### src/rtl/rkb_pkg.sv
`default_nettype none

package rkb_pkg;

  // Configuration register indexes
  localparam logic CFG_STEP_SIZE  = 1'b0;
  localparam logic CFG_LOCKOUT_MS = 1'b1;

  // Reset values and saturation limits
  localparam logic [7:0]  STEP_SIZE_RST  = 8'd10;
  localparam logic [15:0] LOCKOUT_MS_RST = 16'd200;
  localparam logic [7:0]  LEVEL_MAX      = 8'd255;
  localparam logic [15:0] ELAPSED_MAX    = 16'hFFFF;
  localparam logic signed [7:0] NET_MAX  = 8'sd127;
  localparam logic signed [7:0] NET_MIN  = -8'sd128;

  // Transition direction codes
  localparam logic [1:0] DIR_NONE = 2'd0;
  localparam logic [1:0] DIR_UP   = 2'd1;
  localparam logic [1:0] DIR_DOWN = 2'd2;

  typedef struct packed {
    logic phase_a;
    logic phase_b;
    logic button_level;
    logic ms_tick;
    logic poll;
  } in_item_t;

  typedef struct packed {
    logic [7:0] brightness;
    logic       wake;
    logic       next_pattern;
    logic       button_armed;
  } out_item_t;

  typedef struct packed {
    logic [1:0]        last_phases;
    logic signed [7:0] net_steps;
    logic              moved;
    logic              last_button;
    logic              press_pending;
    logic              armed;
    logic              lockout_running;
    logic [15:0]       lockout_elapsed;
    logic [7:0]        level;
  } rkb_state_t;

  localparam rkb_state_t STATE_RST = '{
    last_phases:     2'b11,
    net_steps:       8'sd0,
    moved:           1'b0,
    last_button:     1'b1,
    press_pending:   1'b0,
    armed:           1'b1,
    lockout_running: 1'b0,
    lockout_elapsed: 16'd0,
    level:           8'd255
  };

  // Decode previous and current phase pair into a step direction
  function automatic logic [1:0] phase_dir(input logic [3:0] trans);
    logic [1:0] dir;
    case (trans) inside
      4'b0001, 4'b0111, 4'b1110, 4'b1000: dir = DIR_UP;
      4'b0010, 4'b1011, 4'b1101, 4'b0100: dir = DIR_DOWN;
      default:                            dir = DIR_NONE;
    endcase
    return dir;
  endfunction

endpackage

`default_nettype wire

### src/rtl/rkb_step.sv
`default_nettype none

module rkb_step import rkb_pkg::*; (
  input  wire rkb_state_t state_i,
  input  wire in_item_t   item_i,
  input  wire [7:0]       step_size_i,
  input  wire [15:0]      lockout_ms_i,
  output rkb_state_t      state_o,
  output out_item_t       result_o
);

  logic [1:0] dir;
  logic [8:0] sum_up;
  rkb_state_t st;
  logic       wake;
  logic       next_pat;

  assign dir    = phase_dir({state_i.last_phases, item_i.phase_a, item_i.phase_b});
  assign sum_up = {1'b0, state_i.level} + {1'b0, step_size_i};

  always_comb begin
    st       = state_i;
    wake     = 1'b0;
    next_pat = 1'b0;

    // Count the phase transition, saturating
    if (dir == DIR_UP) begin
      if (st.net_steps != NET_MAX) st.net_steps = st.net_steps + 8'sd1;
      st.moved = 1'b1;
    end else if (dir == DIR_DOWN) begin
      if (st.net_steps != NET_MIN) st.net_steps = st.net_steps - 8'sd1;
      st.moved = 1'b1;
    end
    st.last_phases = {item_i.phase_a, item_i.phase_b};

    // Disarm on a falling button edge
    if (st.last_button && !item_i.button_level && st.armed) begin
      st.armed         = 1'b0;
      st.press_pending = 1'b1;
    end
    st.last_button = item_i.button_level;

    // Advance the lockout timer
    if (item_i.ms_tick && st.lockout_running && st.lockout_elapsed != ELAPSED_MAX) begin
      st.lockout_elapsed = st.lockout_elapsed + 16'd1;
    end

    // Service step
    if (item_i.poll) begin
      if (st.moved) begin
        st.moved = 1'b0;
        wake     = 1'b1;
        if (st.net_steps > 8'sd0) begin
          st.level = sum_up[8] ? LEVEL_MAX : sum_up[7:0];
        end else if (st.net_steps < 8'sd0) begin
          st.level = (st.level >= step_size_i) ? st.level - step_size_i : 8'd0;
        end
        st.net_steps = 8'sd0;
      end
      if (st.press_pending) begin
        st.press_pending   = 1'b0;
        st.lockout_running = 1'b1;
        st.lockout_elapsed = 16'd0;
        wake               = 1'b1;
        next_pat           = 1'b1;
      end
      if (st.lockout_running && st.lockout_elapsed > lockout_ms_i) begin
        st.lockout_running = 1'b0;
        st.lockout_elapsed = 16'd0;
        st.armed           = 1'b1;
      end
    end
  end

  assign state_o                = st;
  assign result_o.brightness    = st.level;
  assign result_o.wake          = wake;
  assign result_o.next_pattern  = next_pat;
  assign result_o.button_armed  = st.armed;

endmodule

`default_nettype wire

### src/rtl/rotary_knob_brightness_control_unit.sv
`default_nettype none

// Channel   Direction  Handshake                 Payload
// in        input      in_valid_i / in_stall_o   in_data_i  (in_item_t)
// out       output     out_valid_o / out_stall_i out_data_o (out_item_t)
// cfg       input      cfg_we_i                  cfg_idx_i, cfg_data_i
//
// One beat in, one beat out; a new beat is taken every cycle unless the result is stalled.
// Data passes the input register, then the decode and service
// logic into the result register, which also holds knob state.
// Reset restores the register defaults and the idle knob state.
// A stalled result holds; input stalls only while both registers are full and the result is stalled.

module rotary_knob_brightness_control_unit import rkb_pkg::*; (
  input  wire        clk_i,
  input  wire        rst_ni,
  input  wire        in_valid_i,
  output logic       in_stall_o,
  input  wire in_item_t in_data_i,
  output logic       out_valid_o,
  input  wire        out_stall_i,
  output out_item_t  out_data_o,
  input  wire        cfg_we_i,
  input  wire        cfg_idx_i,
  input  wire [15:0] cfg_data_i
);

  logic [7:0]  step_size_q;
  logic [15:0] lockout_ms_q;
  logic        in_valid_q;
  in_item_t    in_q;
  logic        out_valid_q;
  out_item_t   out_q;
  rkb_state_t  state_q;
  rkb_state_t  state_d;
  out_item_t   out_d;
  logic        out_ready;
  logic        advance;
  logic        in_load;

  assign out_ready  = !out_valid_q || !out_stall_i;
  assign advance    = in_valid_q && out_ready;
  assign in_stall_o = in_valid_q && !out_ready;
  assign in_load    = in_valid_i && !in_stall_o;

  // Configuration registers
  always_ff @(posedge clk_i or negedge rst_ni) begin
    if (!rst_ni) begin
      step_size_q  <= STEP_SIZE_RST;
      lockout_ms_q <= LOCKOUT_MS_RST;
    end else if (cfg_we_i) begin
      case (cfg_idx_i)
        CFG_STEP_SIZE:  step_size_q  <= cfg_data_i[7:0];
        CFG_LOCKOUT_MS: lockout_ms_q <= cfg_data_i;
        default:        ;
      endcase
    end
  end

  // Input register
  always_ff @(posedge clk_i or negedge rst_ni) begin
    if (!rst_ni) begin
      in_valid_q <= 1'b0;
    end else if (in_load) begin
      in_valid_q <= 1'b1;
    end else if (advance) begin
      in_valid_q <= 1'b0;
    end
  end

  always_ff @(posedge clk_i) begin
    if (in_load) begin
      in_q <= in_data_i;
    end
  end

  rkb_step u_step (
    .state_i      (state_q),
    .item_i       (in_q),
    .step_size_i  (step_size_q),
    .lockout_ms_i (lockout_ms_q),
    .state_o      (state_d),
    .result_o     (out_d)
  );

  // Knob state and result valid
  always_ff @(posedge clk_i or negedge rst_ni) begin
    if (!rst_ni) begin
      state_q     <= STATE_RST;
      out_valid_q <= 1'b0;
    end else begin
      if (advance) begin
        state_q <= state_d;
      end
      if (advance) begin
        out_valid_q <= 1'b1;
      end else if (!out_stall_i) begin
        out_valid_q <= 1'b0;
      end
    end
  end

  // Result register
  always_ff @(posedge clk_i) begin
    if (advance) begin
      out_q <= out_d;
    end
  end

  assign out_valid_o = out_valid_q;
  assign out_data_o  = out_q;

  // A handled press always wakes and leaves the button disarmed
  a_next_wakes : assert property (@(posedge clk_i) disable iff (!rst_ni)
    out_valid_o |-> (!out_data_o.next_pattern ||
                     (out_data_o.wake && !out_data_o.button_armed)))
    else $error("next_pattern without wake or with button armed");

  // Input stalls only when the result side is full and stalled
  a_stall_cause : assert property (@(posedge clk_i) disable iff (!rst_ni)
    in_stall_o |-> (in_valid_q && out_valid_q && out_stall_i))
    else $error("input stalled without a blocked result");

  // Brightness only moves on a polled beat
  a_level_poll : assert property (@(posedge clk_i) disable iff (!rst_ni)
    (state_q.level != $past(state_q.level)) |-> $past(advance && in_q.poll))
    else $error("brightness changed without a poll");

  // Lockout is idle and no press is pending while the button is armed
  a_armed_idle : assert property (@(posedge clk_i) disable iff (!rst_ni)
    state_q.armed |-> (!state_q.lockout_running && !state_q.press_pending))
    else $error("armed with lockout or press pending");

endmodule

`default_nettype wire
### config.mk
export PLATFORM = sky130hd
export DESIGN_NAME = rotary_knob_brightness_control_unit
export DESIGN_NICKNAME = d
export VERILOG_FILES = /design/src/rtl/rkb_pkg.sv /design/src/rtl/rkb_step.sv /design/src/rtl/rotary_knob_brightness_control_unit.sv
export SDC_FILE = /design/constraint.sdc
export NUM_CORES = 1
export LEC_CHECK = 0
export ABC_AREA = 1
export BUFFER_PORTS_ARGS = -buffer_cell sky130_fd_sc_hd__buf_2
export CAP_MARGIN = 20
export CELL_PAD_IN_SITES_DETAIL_PLACEMENT = 1
export CELL_PAD_IN_SITES_GLOBAL_PLACEMENT = 1
export CORE_AREA = 2 2 134 103
export DETAILED_ROUTE_END_ITERATION = 10
export DIE_AREA = 0 0 136 105
export PLACE_DENSITY = 0.88
export SYNTH_ARGS = -nofsm -noshare
export SYNTH_HDL_FRONTEND = slang
export SYNTH_SLANG_ARGS = --single-unit
### constraint.sdc
create_clock -name clk_i -period 4.95 [get_ports clk_i]
set_input_delay 0.99 -clock clk_i [delete_from_list [all_inputs] [get_ports clk_i]]
set_output_delay 0.99 -clock clk_i [all_outputs]
set_load 0.03 [all_outputs]
==> impl_results.html, run 1 <==
<table>
<tr><th>Metric</th><th>Value</th></tr>
<tr><th colspan="2">Status</th></tr>
<tr><td>Result of the run</td><td>finished, final reports clean</td></tr>
<tr><th colspan="2">Placed design</th></tr>
<tr><td>Count of input and output buffers</td><td>39</td></tr>
<tr><td>Final RePlAce weighted congestion</td><td>0.902</td></tr>
<tr><td>DP HPWL</td><td>12,200 µm</td></tr>
<tr><td>Post-place instance area</td><td>6040 µm²</td></tr>
<tr><th colspan="2">Worst setup path</th></tr>
<tr><td>Critical Path, Cell by Cell</td><td>ha_1 -&gt; nand3_1 -&gt; nor3_1 -&gt; nand3_1 -&gt; nand2_1 -&gt; nor2_1 -&gt; nand4_1 -&gt; nor3_1 -&gt; xor2_1 -&gt; nor2_1 -&gt; ha_1 -&gt; nand2_1 -&gt; o21ai_0 -&gt; nand4_1 -&gt; nand3_1 -&gt; a21oi_1 -&gt; a21oi_1 -&gt; nand3_1 -&gt; nand3_1 -&gt; o21ai_0</td></tr>
<tr><td>Critical Path RT</td><td>5.15 ns</td></tr>
<tr><td>CP Data Arrival Time</td><td>4.29 ns</td></tr>
<tr><td>Category of the most critical setup path</td><td>flip-flop to flip-flop</td></tr>
<tr><td>Family with the most delay on the worst path</td><td>simple AND/OR/NAND/NOR gates</td></tr>
<tr><td>Most frequent CP cell</td><td>nand3_1</td></tr>
<tr><td>Largest stage delay on the critical path</td><td>0.49 ns</td></tr>
<tr><td>Category of the worst setup path capture point</td><td>flip-flop</td></tr>
<tr><td>Worst Path Max Fanout</td><td>16</td></tr>
<tr><td>Number of buffer and inverter instances along the worst setup path</td><td>0</td></tr>
<tr><td>Worst setup SP type</td><td>flip-flop</td></tr>
<tr><td>Crit path max-delay cell type</td><td>nand3_1</td></tr>
<tr><th colspan="2">Final layout</th></tr>
<tr><td>Share of final-layout standard cells stronger than drive strength 1</td><td>15.8%</td></tr>
<tr><td>Final core utilization</td><td>49.2%</td></tr>
<tr><td>Non-Filler Cell Area, Final</td><td>6340 µm²</td></tr>
<tr><td>Nets</td><td>853</td></tr>
<tr><td>Ant diodes</td><td>0</td></tr>
<tr><td>Area overhead of the layout relative to synthesis</td><td>10.7%</td></tr>
<tr><th colspan="2">Logic synthesis</th></tr>
<tr><td>Proportion of synthesized chip area in sequential cells</td><td>37.2%</td></tr>
<tr><td>Post-synth top area cell</td><td>dfrtp_1</td></tr>
<tr><td>Area share of the leading cell type in the synthesized netlist</td><td>21.0%</td></tr>
<tr><td>Post-synthesis sequential element count</td><td>81</td></tr>
<tr><td>Largest cells by area after synthesis</td><td>dfrtp_1 (21%), nand2_1 (13%), edfxtp_1 (8.4%), ha_1 (7.9%), dfstp_2 (7.8%)</td></tr>
<tr><td>Post-Syn Area</td><td>5730 µm²</td></tr>
<tr><td>Count of synthesis-stage warnings from yosys</td><td>0</td></tr>
<tr><td>Total nets after synthesis</td><td>818</td></tr>
<tr><td>Average footprint of a synthesized cell</td><td>7.61 µm²</td></tr>
<tr><td>Number of unique standard cell types used by synthesis</td><td>41</td></tr>
<tr><td>Cell count after synthesis</td><td>753</td></tr>
<tr><th colspan="2">STA</th></tr>
<tr><td>Number of pins with negative max-slew slack in the final report</td><td>0</td></tr>
<tr><td>Setup repair after global routing missed its margin</td><td>false</td></tr>
<tr><td>Tightest Pin Transition</td><td>0.877 ns</td></tr>
<tr><td>Final total negative setup slack</td><td>0 ns</td></tr>
<tr><td>Maximum clock frequency</td><td>0.245 GHz</td></tr>
<tr><td>Final worst-path cycle share</td><td>82.6%</td></tr>
<tr><td>Endpoints failing hold</td><td>0</td></tr>
<tr><td>Slew margin rel.</td><td>41.4%</td></tr>
<tr><td>Final count of negative-setup-slack endpoints</td><td>0</td></tr>
<tr><td>Post-layout min period</td><td>4.09 ns</td></tr>
<tr><td>Worst-case clock skew</td><td>0.00809 ns</td></tr>
<tr><th colspan="2">Die</th></tr>
<tr><td>Core box area</td><td>12,900 µm²</td></tr>
<tr><td>Num ports</td><td>40</td></tr>
<tr><td>Horizontal die dimension</td><td>136 µm</td></tr>
<tr><td>Initial standard-cell utilization of the core</td><td>44.5%</td></tr>
<tr><td>Number of cell rows</td><td>36</td></tr>
<tr><td>Area of the die</td><td>14,300 µm²</td></tr>
<tr><td>Floorplan die height</td><td>105 µm</td></tr>
<tr><th colspan="2">Detailed routing</th></tr>
<tr><td>Vias per Instance</td><td>5.32</td></tr>
<tr><td>Violation count after the first detailed-routing iteration</td><td>309</td></tr>
<tr><td>DRC</td><td>0</td></tr>
<tr><td>Router iterations before antenna repair</td><td>5</td></tr>
<tr><td>Routed WL per cell</td><td>16.6 µm</td></tr>
<tr><td>Via count</td><td>5,131</td></tr>
<tr><td>Antenna-violating nets left</td><td>0</td></tr>
<tr><td>Wirelength, routed</td><td>16,000 µm</td></tr>
<tr><th colspan="2">Clock network</th></tr>
<tr><td>TritonCTS clock tree</td><td>yes</td></tr>
<tr><td>Count of clock tree sinks</td><td>81</td></tr>
<tr><td>Clock root buffer master</td><td>clkbuf_16</td></tr>
<tr><td>Hold buffer count at CTS</td><td>0</td></tr>
<tr><td>Number of clock buffers inserted by TritonCTS</td><td>9</td></tr>
<tr><td>Number of H-tree levels</td><td>3</td></tr>
<tr><td>Number of buffers inserted by post-CTS setup repair</td><td>0</td></tr>
<tr><td>Clock slew at reported path FFs</td><td>0.07 ns</td></tr>
<tr><td>Post-CTS Resized</td><td>0</td></tr>
<tr><td>Insertion delay to the later sink of the worst-skew pair</td><td>0.35 ns</td></tr>
<tr><td>Largest buffer count on any clock path</td><td>2</td></tr>
<tr><th colspan="2">Global route</th></tr>
<tr><td>Total grt overflow</td><td>0</td></tr>
<tr><td>Maximum number of pins on one net before global-route repair</td><td>46</td></tr>
<tr><td>Initial antenna violation count</td><td>0</td></tr>
<tr><td>Number of global-route vias before repair</td><td>5,347</td></tr>
<tr><td>Total routing resource utilization after global routing</td><td>23.9%</td></tr>
<tr><td>Wire length of the first global-routing pass</td><td>26,900 µm</td></tr>
<tr><th colspan="2">Hold path</th></tr>
<tr><td>Hold WC Path Type</td><td>flip-flop to flip-flop</td></tr>
<tr><th colspan="2">Job</th></tr>
<tr><td>Max-cap violations</td><td>0</td></tr>
<tr><th colspan="2">Pwr</th></tr>
<tr><td>Peak supply drop</td><td>254 µV</td></tr>
<tr><td>Leak Pwr</td><td>3.19 nW</td></tr>
<tr><td>Power per Cell Area</td><td>550 nW/µm²</td></tr>
</table>
final timing paths:
path	start	to	slack, ns	cells past startpoint
max in group asynchronous	rst_ni	lockout_ms_q[4]$_DFFE_PN0P_	3.28	2
min in group asynchronous	rst_ni	step_size_q[0]$_DFFE_PN0P_	0.64	1
worst min register to register	lockout_ms_q[5]$_DFFE_PN0P_	lockout_ms_q[5]$_DFFE_PN0P_	0.49	2
worst min-delay path	lockout_ms_q[5]$_DFFE_PN0P_	lockout_ms_q[5]$_DFFE_PN0P_	0.49	2
worst max register to register	state_q[9]$_DFFE_PN0P_	state_q[22]$_DFFE_PN0P_	0.86	20
worst max-delay path	state_q[9]$_DFFE_PN0P_	state_q[22]$_DFFE_PN0P_	0.86	20
Yosys cell counts (all sizes together):
master  instances
dfrtp          48
or3             1
xor2           24
o21ai          45
a31oi           2
o211ai          1
nand4          16
fa              2
nand3b          1
buf             6
nand2         210
dfstp          17
edfxtp         16
o22ai          15
o21bai          2
or2             3
nor2           72
nor3            9
a21oi          35
ha             36
clkinv          1
clkbuf         11
nand3          64
and3            1
inv           113
nor4            2
worst reg2reg max path: stages, from the launching register on:
cell     delay [ns]
dfrtp_1        0.40
ha_1           0.22
nand3_1        0.12
nor3_1         0.06
nand3_1        0.07
nand2_1        0.14
nor2_1         0.22
nand4_1        0.20
nor3_1         0.25
xor2_1         0.23
nor2_1         0.07
ha_1           0.32
nand2_1        0.07
o21ai_0        0.17
nand4_1        0.13
nand3_1        0.09
a21oi_1        0.05
a21oi_1        0.29
nand3_1        0.18
nand3_1        0.49
o21ai_0        0.17
layer usage:
layer	share of wire [%]	GRT usage, %	up-vias
li1	-	-	2498
met1	48	33.5	2511
met2	47	37.8	107
met3	4.4	5.53	15
met4	1.2	4.84	0
met5	0	0	-
power by group:
part	internal (mW)	switching [mW]
clock	0.393	0.290
sequential	0.881	0.184
combinational	0.560	1.18
total	1.83	1.65
kinds of logic (layout without fill, tap and decap cells):
| family | after synthesis | after routing | synth area share (%) |
|---|---|---|---|
| DFF | 81 | 81 | 37.2 |
| AOI/OAI and AO/OA | 100 | 100 | 9.50 |
| adders and majority gates | 38 | 38 | 8.56 |
| and+or+nand+nor | 379 | 379 | 31.7 |
| buffers and inverters | 131 | 171 | 9.46 |
| xor gates and xnor gates | 24 | 24 | 3.67 |
state kept, by name, summed over array words and instances (netlist names):
signal        flops
in_valid_q        1
out_valid_o       1
in_q              5
state_q          39
out_data_o       11
step_size_q       8
lockout_ms_q     16
layout by cell type, fill, tap and decap left out, types with 4 or more instances in the layout:
cell type / netlist / final
o21ai_0: 44 / 44
o22ai_1: 15 / 15
nor3_1: 9 / 9
dfrtp_1: 48 / 48
inv_2: 6 / 6
nand3_4: 4 / 4
nand2_4: 6 / 6
nand3_1: 57 / 57
nor2_2: 9 / 8
buf_2: 1 / 39
nor2_4: 4 / 5
clkbuf_16: 0 / 9
nor2_1: 58 / 58
edfxtp_1: 16 / 16
ha_1: 36 / 36
nand2_1: 191 / 191
nand4_1: 16 / 16
a21oi_1: 34 / 34
inv_1: 107 / 107
dfstp_2: 17 / 17
nand2_2: 12 / 12
xor2_1: 24 / 24
area by class of cell:
cell class	count	area, µm²
Multi-Input combinational cell	541	3060
Sequential cell	81	2130
Fill cell	1692	6540
Inverter	114	428
Tap cell	171	214
Clock buffer	10	229
Clock inverter	6	67.6
Timing Repair Buffer	41	210
per-stage QoR:
step	hold slack, ns	total power [mW]	instances	setup WS, ns
2_1_floorplan	0.444	2.35	753	1.67
3_3_place_gp	0.473	2.67	948	1.18
3_5_place_dp	0.477	2.79	948	0.866
4_1_cts	0.492	3.49	964	0.854
5_1_grt	0.511	3.77	964	0.370
6_report	0.489	3.49	964	0.860
Note: power is estimated with default switching activity, not from simulation.
==> run 2: changes to the inputs <==
==> constraint.sdc (replaced) <==
create_clock -name clk_i -period 3.95 [get_ports clk_i]
set_input_delay 0.79 -clock clk_i [delete_from_list [all_inputs] [get_ports clk_i]]
set_output_delay 0.79 -clock clk_i [all_outputs]
set_load 0.03 [all_outputs]
==> run 2 against run 1 <==
Die area unchanged. Clock power increased by 34%. Sequential share of layout area is 0.41 points lower. Sequential power is 25% higher. Final area increased by 1.2%. Power increased by 28%. Register-to-register slack got worse by 0.51 ns. Largest cell class unchanged.
==> impl_results.html, run 2 (synthesized netlist as in run 1, its figures left out) <==
<table>
<tr><th>Metric</th><th>Value</th></tr>
<tr><th colspan="2">Status</th></tr>
<tr><td>Result of the run</td><td>finished, final reports clean (unchanged)</td></tr>
<tr><th colspan="2">Hold path</th></tr>
<tr><td>Worst hold path cell count</td><td>2 (unchanged)</td></tr>
<tr><td>Hold WC Path Type</td><td>flip-flop to flip-flop (unchanged)</td></tr>
<tr><td>Hold wc startpoint</td><td>lockout_ms_q[2]$_DFFE_PN0P_ (was lockout_ms_q[5]$_DFFE_PN0P_)</td></tr>
<tr><td>Worst hold path endpoint</td><td>lockout_ms_q[2]$_DFFE_PN0P_ (was lockout_ms_q[5]$_DFFE_PN0P_)</td></tr>
<tr><th colspan="2">STA</th></tr>
<tr><td>Post-layout min period</td><td>3.60 ns (was 4.09 ns)</td></tr>
<tr><td>Final setup slack of the worst path</td><td>0.348 ns (was 0.860 ns)</td></tr>
<tr><td>Setup repair after global routing missed its margin</td><td>false (unchanged)</td></tr>
<tr><td>Number of pins with negative max-slew slack in the final report</td><td>0 (unchanged)</td></tr>
<tr><td>Slew margin rel.</td><td>35.6% (was 41.4%)</td></tr>
<tr><td>Worst-case clock skew</td><td>0.0103 ns (was 0.00809 ns)</td></tr>
<tr><td>Final total negative setup slack</td><td>0 ns (unchanged)</td></tr>
<tr><td>Tightest Pin Transition</td><td>0.967 ns (was 0.877 ns)</td></tr>
<tr><td>Hold Worst Slack</td><td>0.493 ns (was 0.489 ns)</td></tr>
<tr><td>Endpoints failing hold</td><td>0 (unchanged)</td></tr>
<tr><td>Final worst-path cycle share</td><td>91.2% (was 82.6%)</td></tr>
<tr><td>Final count of negative-setup-slack endpoints</td><td>0 (unchanged)</td></tr>
<tr><td>Maximum clock frequency</td><td>0.278 GHz (was 0.245 GHz)</td></tr>
<tr><th colspan="2">Worst setup path</th></tr>
<tr><td>Category of the most critical setup path</td><td>flip-flop to flip-flop (unchanged)</td></tr>
<tr><td>Worst setup SP type</td><td>flip-flop (unchanged)</td></tr>
<tr><td>Critical Path RT</td><td>4.16 ns (was 5.15 ns)</td></tr>
<tr><td>R2R setup slack</td><td>0.35 ns (was 0.86 ns)</td></tr>
<tr><td>Category of the worst setup path capture point</td><td>flip-flop (unchanged)</td></tr>
<tr><td>Worst Path Max Fanout</td><td>16 (unchanged)</td></tr>
<tr><td>Origin of the worst setup path</td><td>state_q[9]$_DFFE_PN0P_ (unchanged)</td></tr>
<tr><td>Launching point of the worst reg2reg path</td><td>state_q[9]$_DFFE_PN0P_ (unchanged)</td></tr>
<tr><td>CP Data Arrival Time</td><td>3.81 ns (was 4.29 ns)</td></tr>
<tr><td>Endpoint of the worst register-to-register path</td><td>state_q[11]$_DFFE_PN0P_ (was state_q[22]$_DFFE_PN0P_)</td></tr>
<tr><td>Depth of the worst register-to-register path</td><td>21 (was 20)</td></tr>
<tr><th colspan="2">Die</th></tr>
<tr><td>Floorplan die height</td><td>105 µm (unchanged)</td></tr>
<tr><td>Area of the die</td><td>14,300 µm² (unchanged)</td></tr>
<tr><td>Initial standard-cell utilization of the core</td><td>44.5% (unchanged)</td></tr>
<tr><td>Num ports</td><td>40 (unchanged)</td></tr>
<tr><td>Number of cell rows</td><td>36 (unchanged)</td></tr>
<tr><td>Core box area</td><td>12,900 µm² (unchanged)</td></tr>
<tr><td>Horizontal die dimension</td><td>136 µm (unchanged)</td></tr>
<tr><th colspan="2">Global route</th></tr>
<tr><td>Initial antenna violation count</td><td>0 (unchanged)</td></tr>
<tr><td>Total routing resource utilization after global routing</td><td>24.0% (was 23.9%)</td></tr>
<tr><td>Wire length of the first global-routing pass</td><td>26,800 µm (was 26,900 µm)</td></tr>
<tr><td>Number of global-route vias before repair</td><td>5,449 (was 5,347)</td></tr>
<tr><td>Total grt overflow</td><td>0 (unchanged)</td></tr>
<tr><td>Maximum number of pins on one net before global-route repair</td><td>55 (was 46)</td></tr>
<tr><th colspan="2">Clock network</th></tr>
<tr><td>Count of clock tree sinks</td><td>81 (unchanged)</td></tr>
<tr><td>Clock slew at reported path FFs</td><td>0.06 ns (was 0.07 ns)</td></tr>
<tr><td>Number of H-tree levels</td><td>3 (unchanged)</td></tr>
<tr><td>Number of clock buffers inserted by TritonCTS</td><td>9 (unchanged)</td></tr>
<tr><td>Clock root buffer master</td><td>clkbuf_16 (unchanged)</td></tr>
<tr><td>Largest buffer count on any clock path</td><td>2 (unchanged)</td></tr>
<tr><td>TritonCTS clock tree</td><td>yes (unchanged)</td></tr>
<tr><td>Insertion delay to the later sink of the worst-skew pair</td><td>0.36 ns (was 0.35 ns)</td></tr>
<tr><td>Hold buffer count at CTS</td><td>0 (unchanged)</td></tr>
<tr><th colspan="2">Placed design</th></tr>
<tr><td>Count of input and output buffers</td><td>39 (unchanged)</td></tr>
<tr><td>Placed cells</td><td>950 (was 948)</td></tr>
<tr><td>DP HPWL</td><td>12,300 µm (was 12,200 µm)</td></tr>
<tr><td>Placement-stage worst setup slack</td><td>0.0000382 ns (was 0.866 ns)</td></tr>
<tr><td>Final RePlAce weighted congestion</td><td>0.954 (was 0.902)</td></tr>
<tr><th colspan="2">Detailed routing</th></tr>
<tr><td>Violation count after the first detailed-routing iteration</td><td>274 (was 309)</td></tr>
<tr><td>Routed WL per cell</td><td>16.5 µm (was 16.6 µm)</td></tr>
<tr><td>Vias per Instance</td><td>5.35 (was 5.32)</td></tr>
<tr><td>Wirelength, routed</td><td>16,000 µm (about the same)</td></tr>
<tr><td>DRC</td><td>0 (unchanged)</td></tr>
<tr><td>Via count</td><td>5,171 (was 5,131)</td></tr>
<tr><td>Router iterations before antenna repair</td><td>8 (was 5)</td></tr>
<tr><td>Antenna-violating nets left</td><td>0 (unchanged)</td></tr>
<tr><th colspan="2">Pwr</th></tr>
<tr><td>Peak supply drop</td><td>324 µV (was 254 µV)</td></tr>
<tr><td>Leak Pwr</td><td>3.22 nW (was 3.19 nW)</td></tr>
<tr><td>Power per Cell Area</td><td>695 nW/µm² (was 550 nW/µm²)</td></tr>
<tr><th colspan="2">Final layout</th></tr>
<tr><td>Nets</td><td>856 (was 853)</td></tr>
<tr><td>Max FFs per register</td><td>39 (unchanged)</td></tr>
<tr><td>Ant diodes</td><td>0 (unchanged)</td></tr>
<tr><td>Share of final-layout standard cells stronger than drive strength 1</td><td>17.3% (was 15.8%)</td></tr>
<tr><td>Area overhead of the layout relative to synthesis</td><td>12.1% (was 10.7%)</td></tr>
<tr><td>Final cell count without fillers</td><td>967 (was 964)</td></tr>
<tr><td>Commonest non-fill, non-tap cell in the layout</td><td>nand2_1 (unchanged)</td></tr>
<tr><td>Final core utilization</td><td>49.8% (was 49.2%)</td></tr>
<tr><td>Leading cell types in the layout, fill and taps excluded</td><td>nand2_1 (189), inv_1 (106), nand3_1 (56), nor2_1 (56), dfrtp_1 (48) (was nand2_1 (191), inv_1 (107), nor2_1 (58), nand3_1 (57), dfrtp_1 (48))</td></tr>
<tr><td>Largest reg by FF count</td><td>state_q (unchanged)</td></tr>
<tr><th colspan="2">Job</th></tr>
<tr><td>Max-cap violations</td><td>0 (unchanged)</td></tr>
</table>
run 2: area by class of cell:
type	instances	area (µm²)
Inverter	114	428
Tap cell	171	214
Sequential cell	81	2130
Timing Repair Buffer	44	233
Clock buffer	9	225
Clock inverter	7	93.8
Multi-Input combinational cell	541	3100
Fill cell	1626	6460
run 2: worst max-delay path by stage:
stage	endpoint	slack, ns
6_report	state_q[11]$_DFFE_PN0P_	0.35
5_1_grt	state_q[21]$_DFFE_PN0P_	0.03
4_1_cts	state_q[15]$_DFFE_PN0P_	0.03
3_5_place_dp	state_q[11]$_DFFE_PN0P_	0.00004
3_3_place_gp	state_q[17]$_DFFE_PN0P_	0.39
2_1_floorplan	state_q[11]$_DFFE_PN0P_	0.67
run 2: worst max-delay path: stages (launching register included):
cell and delay (ns):
dfrtp_1 0.40, ha_1 0.22, nand3_1 0.13, nor3_2 0.06, nand3_1 0.10, nand2_2 0.11, nor2_2 0.16, nand4_1 0.21
nor2_1 0.18, xor2_1 0.22, nor2_1 0.07, ha_1 0.33, a21oi_1 0.07, o21ai_0 0.15, nand4_1 0.11, nand3_1 0.08
a21oi_1 0.05, a21oi_2 0.23, nand3_2 0.15, nand3_1 0.10, buf_4 0.21, o22ai_1 0.10
run 2: report_power, final:
group / total (mW) / switching (mW) / internal (mW)
logic: 2.21 / 1.50 / 0.712
registers: 1.33 / 0.228 / 1.10
clock network: 0.913 / 0.360 / 0.553
total: 4.46 / 2.09 / 2.37
run 2: what timing repair did:
action | 4_1_cts | 5_1_grt
pin swaps | 0 | 0
resized for setup | 1 | 9
buffers inserted | 0 | 1
setup endpoints to repair | 16 | 18
run 2: layer usage:
metal	GRT usage, %	share of wire, %	routed length [µm]
met3	6.11	4.1	661
met1	32.0	47	7530
met4	7.59	1.8	289
met5	0	0	0
met2	38.0	47	7510
run 2: stage by stage:
step / total power, mW / cell area (µm²)
after floorplan: 2.94 / 5730
after global placement: 3.36 / 6060
after detailed placement: 3.50 / 6060
after CTS: 4.46 / 6380
after global routing: 4.82 / 6420
final: 4.46 / 6420
==> run 3: changes to the inputs <==
--- a/config.mk
+++ b/config.mk
@@ -6,6 +6,7 @@
 export NUM_CORES = 1
 export LEC_CHECK = 0
 export ABC_AREA = 1
+export ABC_CLOCK_PERIOD_IN_PS = 3950
 export BUFFER_PORTS_ARGS = -buffer_cell sky130_fd_sc_hd__buf_2
 export CAP_MARGIN = 20
 export CELL_PAD_IN_SITES_DETAIL_PLACEMENT = 1
@@ -13,6 +14,7 @@
 export CORE_AREA = 2 2 134 103
 export DETAILED_ROUTE_END_ITERATION = 10
 export DIE_AREA = 0 0 136 105
+export MAX_ROUTING_LAYER = met4
 export PLACE_DENSITY = 0.88
 export SYNTH_ARGS = -nofsm -noshare
 export SYNTH_HDL_FRONTEND = slang
==> run 3 against run 2 <==
Final area shrank 0.37%. Sequential share of layout area grew 0.12 points. Sequential cell count is the same. First-iteration DRC count grew 23%. Hold slack gained 0.0058 ns. Critical path type unchanged. Highest routed layer unchanged.
==> impl_results.html, run 3 (synthesized netlist as in run 1, its figures left out) <==
<table>
<tr><th>Metric</th><th>Value</th></tr>
<tr><th colspan="2">Pwr</th></tr>
<tr><td>Power per Cell Area</td><td>695 nW/µm² (about the same)</td></tr>
<tr><td>Leak Pwr</td><td>3.21 nW (was 3.22 nW)</td></tr>
<tr><td>Peak supply drop</td><td>255 µV (was 324 µV)</td></tr>
<tr><th colspan="2">Worst setup path</th></tr>
<tr><td>Category of the worst setup path capture point</td><td>flip-flop (unchanged)</td></tr>
<tr><td>Depth of the worst register-to-register path</td><td>21 (unchanged)</td></tr>
<tr><td>Number of buffer and inverter instances along the worst setup path</td><td>1 (unchanged)</td></tr>
<tr><td>R2R setup slack</td><td>0.23 ns (was 0.35 ns)</td></tr>
<tr><td>CP Data Arrival Time</td><td>3.93 ns (was 3.81 ns)</td></tr>
<tr><td>Most frequent CP cell</td><td>nand3_1 (unchanged)</td></tr>
<tr><td>Category of the most critical setup path</td><td>flip-flop to flip-flop (unchanged)</td></tr>
<tr><td>Crit path max-delay cell type</td><td>dfrtp_1 (unchanged)</td></tr>
<tr><td>Critical Path, Cell by Cell</td><td>ha_2 -&gt; nand3_1 -&gt; nor3_1 -&gt; nand3_1 -&gt; nand2_2 -&gt; nor2_2 -&gt; nand4_1 -&gt; nor3_2 -&gt; xor2_1 -&gt; nor2_1 -&gt; ha_1 -&gt; nand2_1 -&gt; o21ai_1 -&gt; nand4_1 -&gt; nand3_1 -&gt; a21oi_1 -&gt; a21oi_2 -&gt; nand3_1 -&gt; nand3_1 -&gt; buf_6 -&gt; o22ai_1 (was ha_1 -&gt; nand3_1 -&gt; nor3_2 -&gt; nand3_1 -&gt; nand2_2 -&gt; nor2_2 -&gt; nand4_1 -&gt; nor2_1 -&gt; xor2_1 -&gt; nor2_1 -&gt; ha_1 -&gt; a21oi_1 -&gt; o21ai_0 -&gt; nand4_1 -&gt; nand3_1 -&gt; a21oi_1 -&gt; a21oi_2 -&gt; nand3_2 -&gt; nand3_1 -&gt; buf_4 -&gt; o22ai_1)</td></tr>
<tr><td>Cell count along the critical path</td><td>21 (unchanged)</td></tr>
<tr><td>Worst setup SP type</td><td>flip-flop (unchanged)</td></tr>
<tr><td>Family with the most delay on the worst path</td><td>simple AND/OR/NAND/NOR gates (unchanged)</td></tr>
<tr><td>Origin of the worst setup path</td><td>state_q[9]$_DFFE_PN0P_ (unchanged)</td></tr>
<tr><td>Largest stage delay on the critical path</td><td>0.41 ns (was 0.40 ns)</td></tr>
<tr><td>Endpoint of the worst register-to-register path</td><td>state_q[18]$_DFFE_PN0P_ (was state_q[11]$_DFFE_PN0P_)</td></tr>
<tr><td>Launching point of the worst reg2reg path</td><td>state_q[9]$_DFFE_PN0P_ (unchanged)</td></tr>
<tr><td>Worst Path Max Fanout</td><td>16 (unchanged)</td></tr>
<tr><td>Critical Path RT</td><td>4.15 ns (was 4.16 ns)</td></tr>
<tr><th colspan="2">Global route</th></tr>
<tr><td>Number of global-route vias before repair</td><td>5,573 (was 5,449)</td></tr>
<tr><td>Total routing resource utilization after global routing</td><td>25.2% (was 24.0%)</td></tr>
<tr><td>Wire length of the first global-routing pass</td><td>27,700 µm (was 26,800 µm)</td></tr>
<tr><td>Maximum number of pins on one net before global-route repair</td><td>66 (was 55)</td></tr>
<tr><td>Initial antenna violation count</td><td>0 (unchanged)</td></tr>
<tr><td>Total grt overflow</td><td>0 (unchanged)</td></tr>
<tr><th colspan="2">Detailed routing</th></tr>
<tr><td>Vias per Instance</td><td>5.42 (was 5.35)</td></tr>
<tr><td>Via count</td><td>5,241 (was 5,171)</td></tr>
<tr><td>Antenna-violating nets left</td><td>0 (unchanged)</td></tr>
<tr><td>Violation count after the first detailed-routing iteration</td><td>337 (was 274)</td></tr>
<tr><td>Wirelength, routed</td><td>16,600 µm (was 16,000 µm)</td></tr>
<tr><td>DRC</td><td>0 (unchanged)</td></tr>
<tr><td>Routed WL per cell</td><td>17.2 µm (was 16.5 µm)</td></tr>
<tr><td>Router iterations before antenna repair</td><td>5 (was 8)</td></tr>
<tr><th colspan="2">Clock network</th></tr>
<tr><td>Number of H-tree levels</td><td>3 (unchanged)</td></tr>
<tr><td>TritonCTS clock tree</td><td>yes (unchanged)</td></tr>
<tr><td>Insertion delay to the later sink of the worst-skew pair</td><td>0.35 ns (was 0.36 ns)</td></tr>
<tr><td>Largest buffer count on any clock path</td><td>2 (unchanged)</td></tr>
<tr><td>Clock slew at reported path FFs</td><td>0.07 ns (was 0.06 ns)</td></tr>
<tr><td>Count of clock tree sinks</td><td>81 (unchanged)</td></tr>
<tr><td>Clock root buffer master</td><td>clkbuf_16 (unchanged)</td></tr>
<tr><td>Number of clock buffers inserted by TritonCTS</td><td>9 (unchanged)</td></tr>
<tr><th colspan="2">STA</th></tr>
<tr><td>Final count of negative-setup-slack endpoints</td><td>0 (unchanged)</td></tr>
<tr><td>Final worst-path cycle share</td><td>94.3% (was 91.2%)</td></tr>
<tr><td>Worst-case clock skew</td><td>0.0115 ns (was 0.0103 ns)</td></tr>
<tr><td>Hold Worst Slack</td><td>0.498 ns (was 0.493 ns)</td></tr>
<tr><td>Final total negative setup slack</td><td>0 ns (unchanged)</td></tr>
<tr><td>Endpoints failing hold</td><td>0 (unchanged)</td></tr>
<tr><td>Number of pins with negative max-slew slack in the final report</td><td>0 (unchanged)</td></tr>
<tr><td>Tightest Pin Transition</td><td>0.917 ns (was 0.967 ns)</td></tr>
<tr><td>Slew margin rel.</td><td>38.7% (was 35.6%)</td></tr>
<tr><td>Post-layout min period</td><td>3.72 ns (was 3.60 ns)</td></tr>
<tr><td>Maximum clock frequency</td><td>0.269 GHz (was 0.278 GHz)</td></tr>
<tr><th colspan="2">Placed design</th></tr>
<tr><td>Post-place instance area</td><td>6050 µm² (was 6060 µm²)</td></tr>
<tr><td>Count of input and output buffers</td><td>39 (unchanged)</td></tr>
<tr><td>DP HPWL</td><td>12,600 µm (was 12,300 µm)</td></tr>
<tr><td>Final RePlAce weighted congestion</td><td>0.967 (was 0.954)</td></tr>
<tr><th colspan="2">Final layout</th></tr>
<tr><td>Max FFs per register</td><td>39 (unchanged)</td></tr>
<tr><td>Ant diodes</td><td>0 (unchanged)</td></tr>
<tr><td>Non-Filler Cell Area, Final</td><td>6390 µm² (was 6420 µm²)</td></tr>
<tr><td>Leading cell types in the layout, fill and taps excluded</td><td>nand2_1 (189), inv_1 (107), nand3_1 (57), nor2_1 (57), dfrtp_1 (48) (was nand2_1 (189), inv_1 (106), nand3_1 (56), nor2_1 (56), dfrtp_1 (48))</td></tr>
<tr><td>Final core utilization</td><td>49.6% (was 49.8%)</td></tr>
<tr><td>Commonest non-fill, non-tap cell in the layout</td><td>nand2_1 (unchanged)</td></tr>
<tr><td>Fill cell total of the finished layout</td><td>1,666 (was 1,626)</td></tr>
<tr><td>Area overhead of the layout relative to synthesis</td><td>11.6% (was 12.1%)</td></tr>
<tr><td>Nets</td><td>856 (unchanged)</td></tr>
<tr><td>Share of final-layout standard cells stronger than drive strength 1</td><td>17.1% (was 17.3%)</td></tr>
<tr><td>Largest reg by FF count</td><td>state_q (unchanged)</td></tr>
<tr><th colspan="2">Job</th></tr>
<tr><td>Max-cap violations</td><td>0 (unchanged)</td></tr>
<tr><th colspan="2">Hold path</th></tr>
<tr><td>Worst hold path endpoint</td><td>lockout_ms_q[2]$_DFFE_PN0P_ (unchanged)</td></tr>
<tr><td>Worst hold path cell count</td><td>2 (unchanged)</td></tr>
<tr><td>Hold wc startpoint</td><td>lockout_ms_q[2]$_DFFE_PN0P_ (unchanged)</td></tr>
<tr><td>Hold WC Path Type</td><td>flip-flop to flip-flop (unchanged)</td></tr>
<tr><th colspan="2">Die</th></tr>
<tr><td>Floorplan die height</td><td>105 µm (unchanged)</td></tr>
<tr><td>Initial standard-cell utilization of the core</td><td>44.5% (unchanged)</td></tr>
<tr><td>Number of cell rows</td><td>36 (unchanged)</td></tr>
<tr><td>Core box area</td><td>12,900 µm² (unchanged)</td></tr>
<tr><td>Area of the die</td><td>14,300 µm² (unchanged)</td></tr>
<tr><td>Num ports</td><td>40 (unchanged)</td></tr>
<tr><td>Horizontal die dimension</td><td>136 µm (unchanged)</td></tr>
<tr><th colspan="2">Status</th></tr>
<tr><td>Result of the run</td><td>finished, final reports clean (unchanged)</td></tr>
</table>
==> run 3: worst max path at each step <==
stage / end / slack (ns)
2_1_floorplan: state_q[11]$_DFFE_PN0P_ / 0.67
3_3_place_gp: state_q[17]$_DFFE_PN0P_ / 0.38
3_5_place_dp: state_q[18]$_DFFE_PN0P_ / -0.11
4_1_cts: state_q[18]$_DFFE_PN0P_ / 0.03
5_1_grt: state_q[13]$_DFFE_PN0P_ / -0.02
6_report: state_q[18]$_DFFE_PN0P_ / 0.23
==> run 3: cell type report <==
| class | instances | area, µm² | share of cell area [%] |
|---|---|---|---|
| clock buffer | 9 | 225 | 3.52 |
| clock inverter | 7 | 76.3 | 1.19 |
| multi-input combinational | 541 | 3090 | 48.3 |
| inverter | 114 | 428 | 6.69 |
| tap | 171 | 214 | 3.35 |
| sequential | 81 | 2130 | 33.3 |
| timing repair buffer | 44 | 236 | 3.70 |
==> run 3: metrics by stage <==
step	setup slack, ns	cells	power (mW)
floorplan	0.669	753	2.94
global placement	0.384	949	3.36
detailed placement	-0.109	949	3.54
CTS	0.0312	965	4.43
global route	-0.0154	967	4.77
finish	0.226	967	4.44
==> run 3: repair_timing <==
item | CTS | global route
hold buffers | 0 | 0
setup buffers | 0 | 2
pin swaps | 0 | 2
setup endpoints to repair | 16 | 17
resized for setup | 2 | 7
==> run 3: worst register-to-register path, cell delays in order, from the launching register on <==
cell     delay [ns]
dfrtp_1        0.41
ha_2           0.21
nand3_1        0.11
nor3_1         0.06
nand3_1        0.10
nand2_2        0.11
nor2_2         0.16
nand4_1        0.22
nor3_2         0.23
xor2_1         0.22
nor2_1         0.07
ha_1           0.33
nand2_1        0.10
o21ai_1        0.18
nand4_1        0.14
nand3_1        0.11
a21oi_1        0.06
a21oi_2        0.20
nand3_1        0.16
nand3_1        0.13
buf_6          0.18
o22ai_1        0.10
==> run 3: metal layers <==
| layer | vias to the layer above | global-route usage, % | wire length [µm] |
|---|---|---|---|
| met5 | - | - | 0 |
| met3 | 31 | 4.61 | 720 |
| met1 | 2593 | 32.1 | 7450 |
| met4 | 0 | 7.29 | 287 |
| met2 | 115 | 41.1 | 8180 |
| li1 | 2502 | - | - |
==> run 3: report_power, final <==
part	leakage, nW	internal (mW)	switching, mW	total [mW]
sequential	0.940	1.10	0.232	1.34
combinational	2.13	0.710	1.54	2.25
clock	0.142	0.494	0.367	0.861
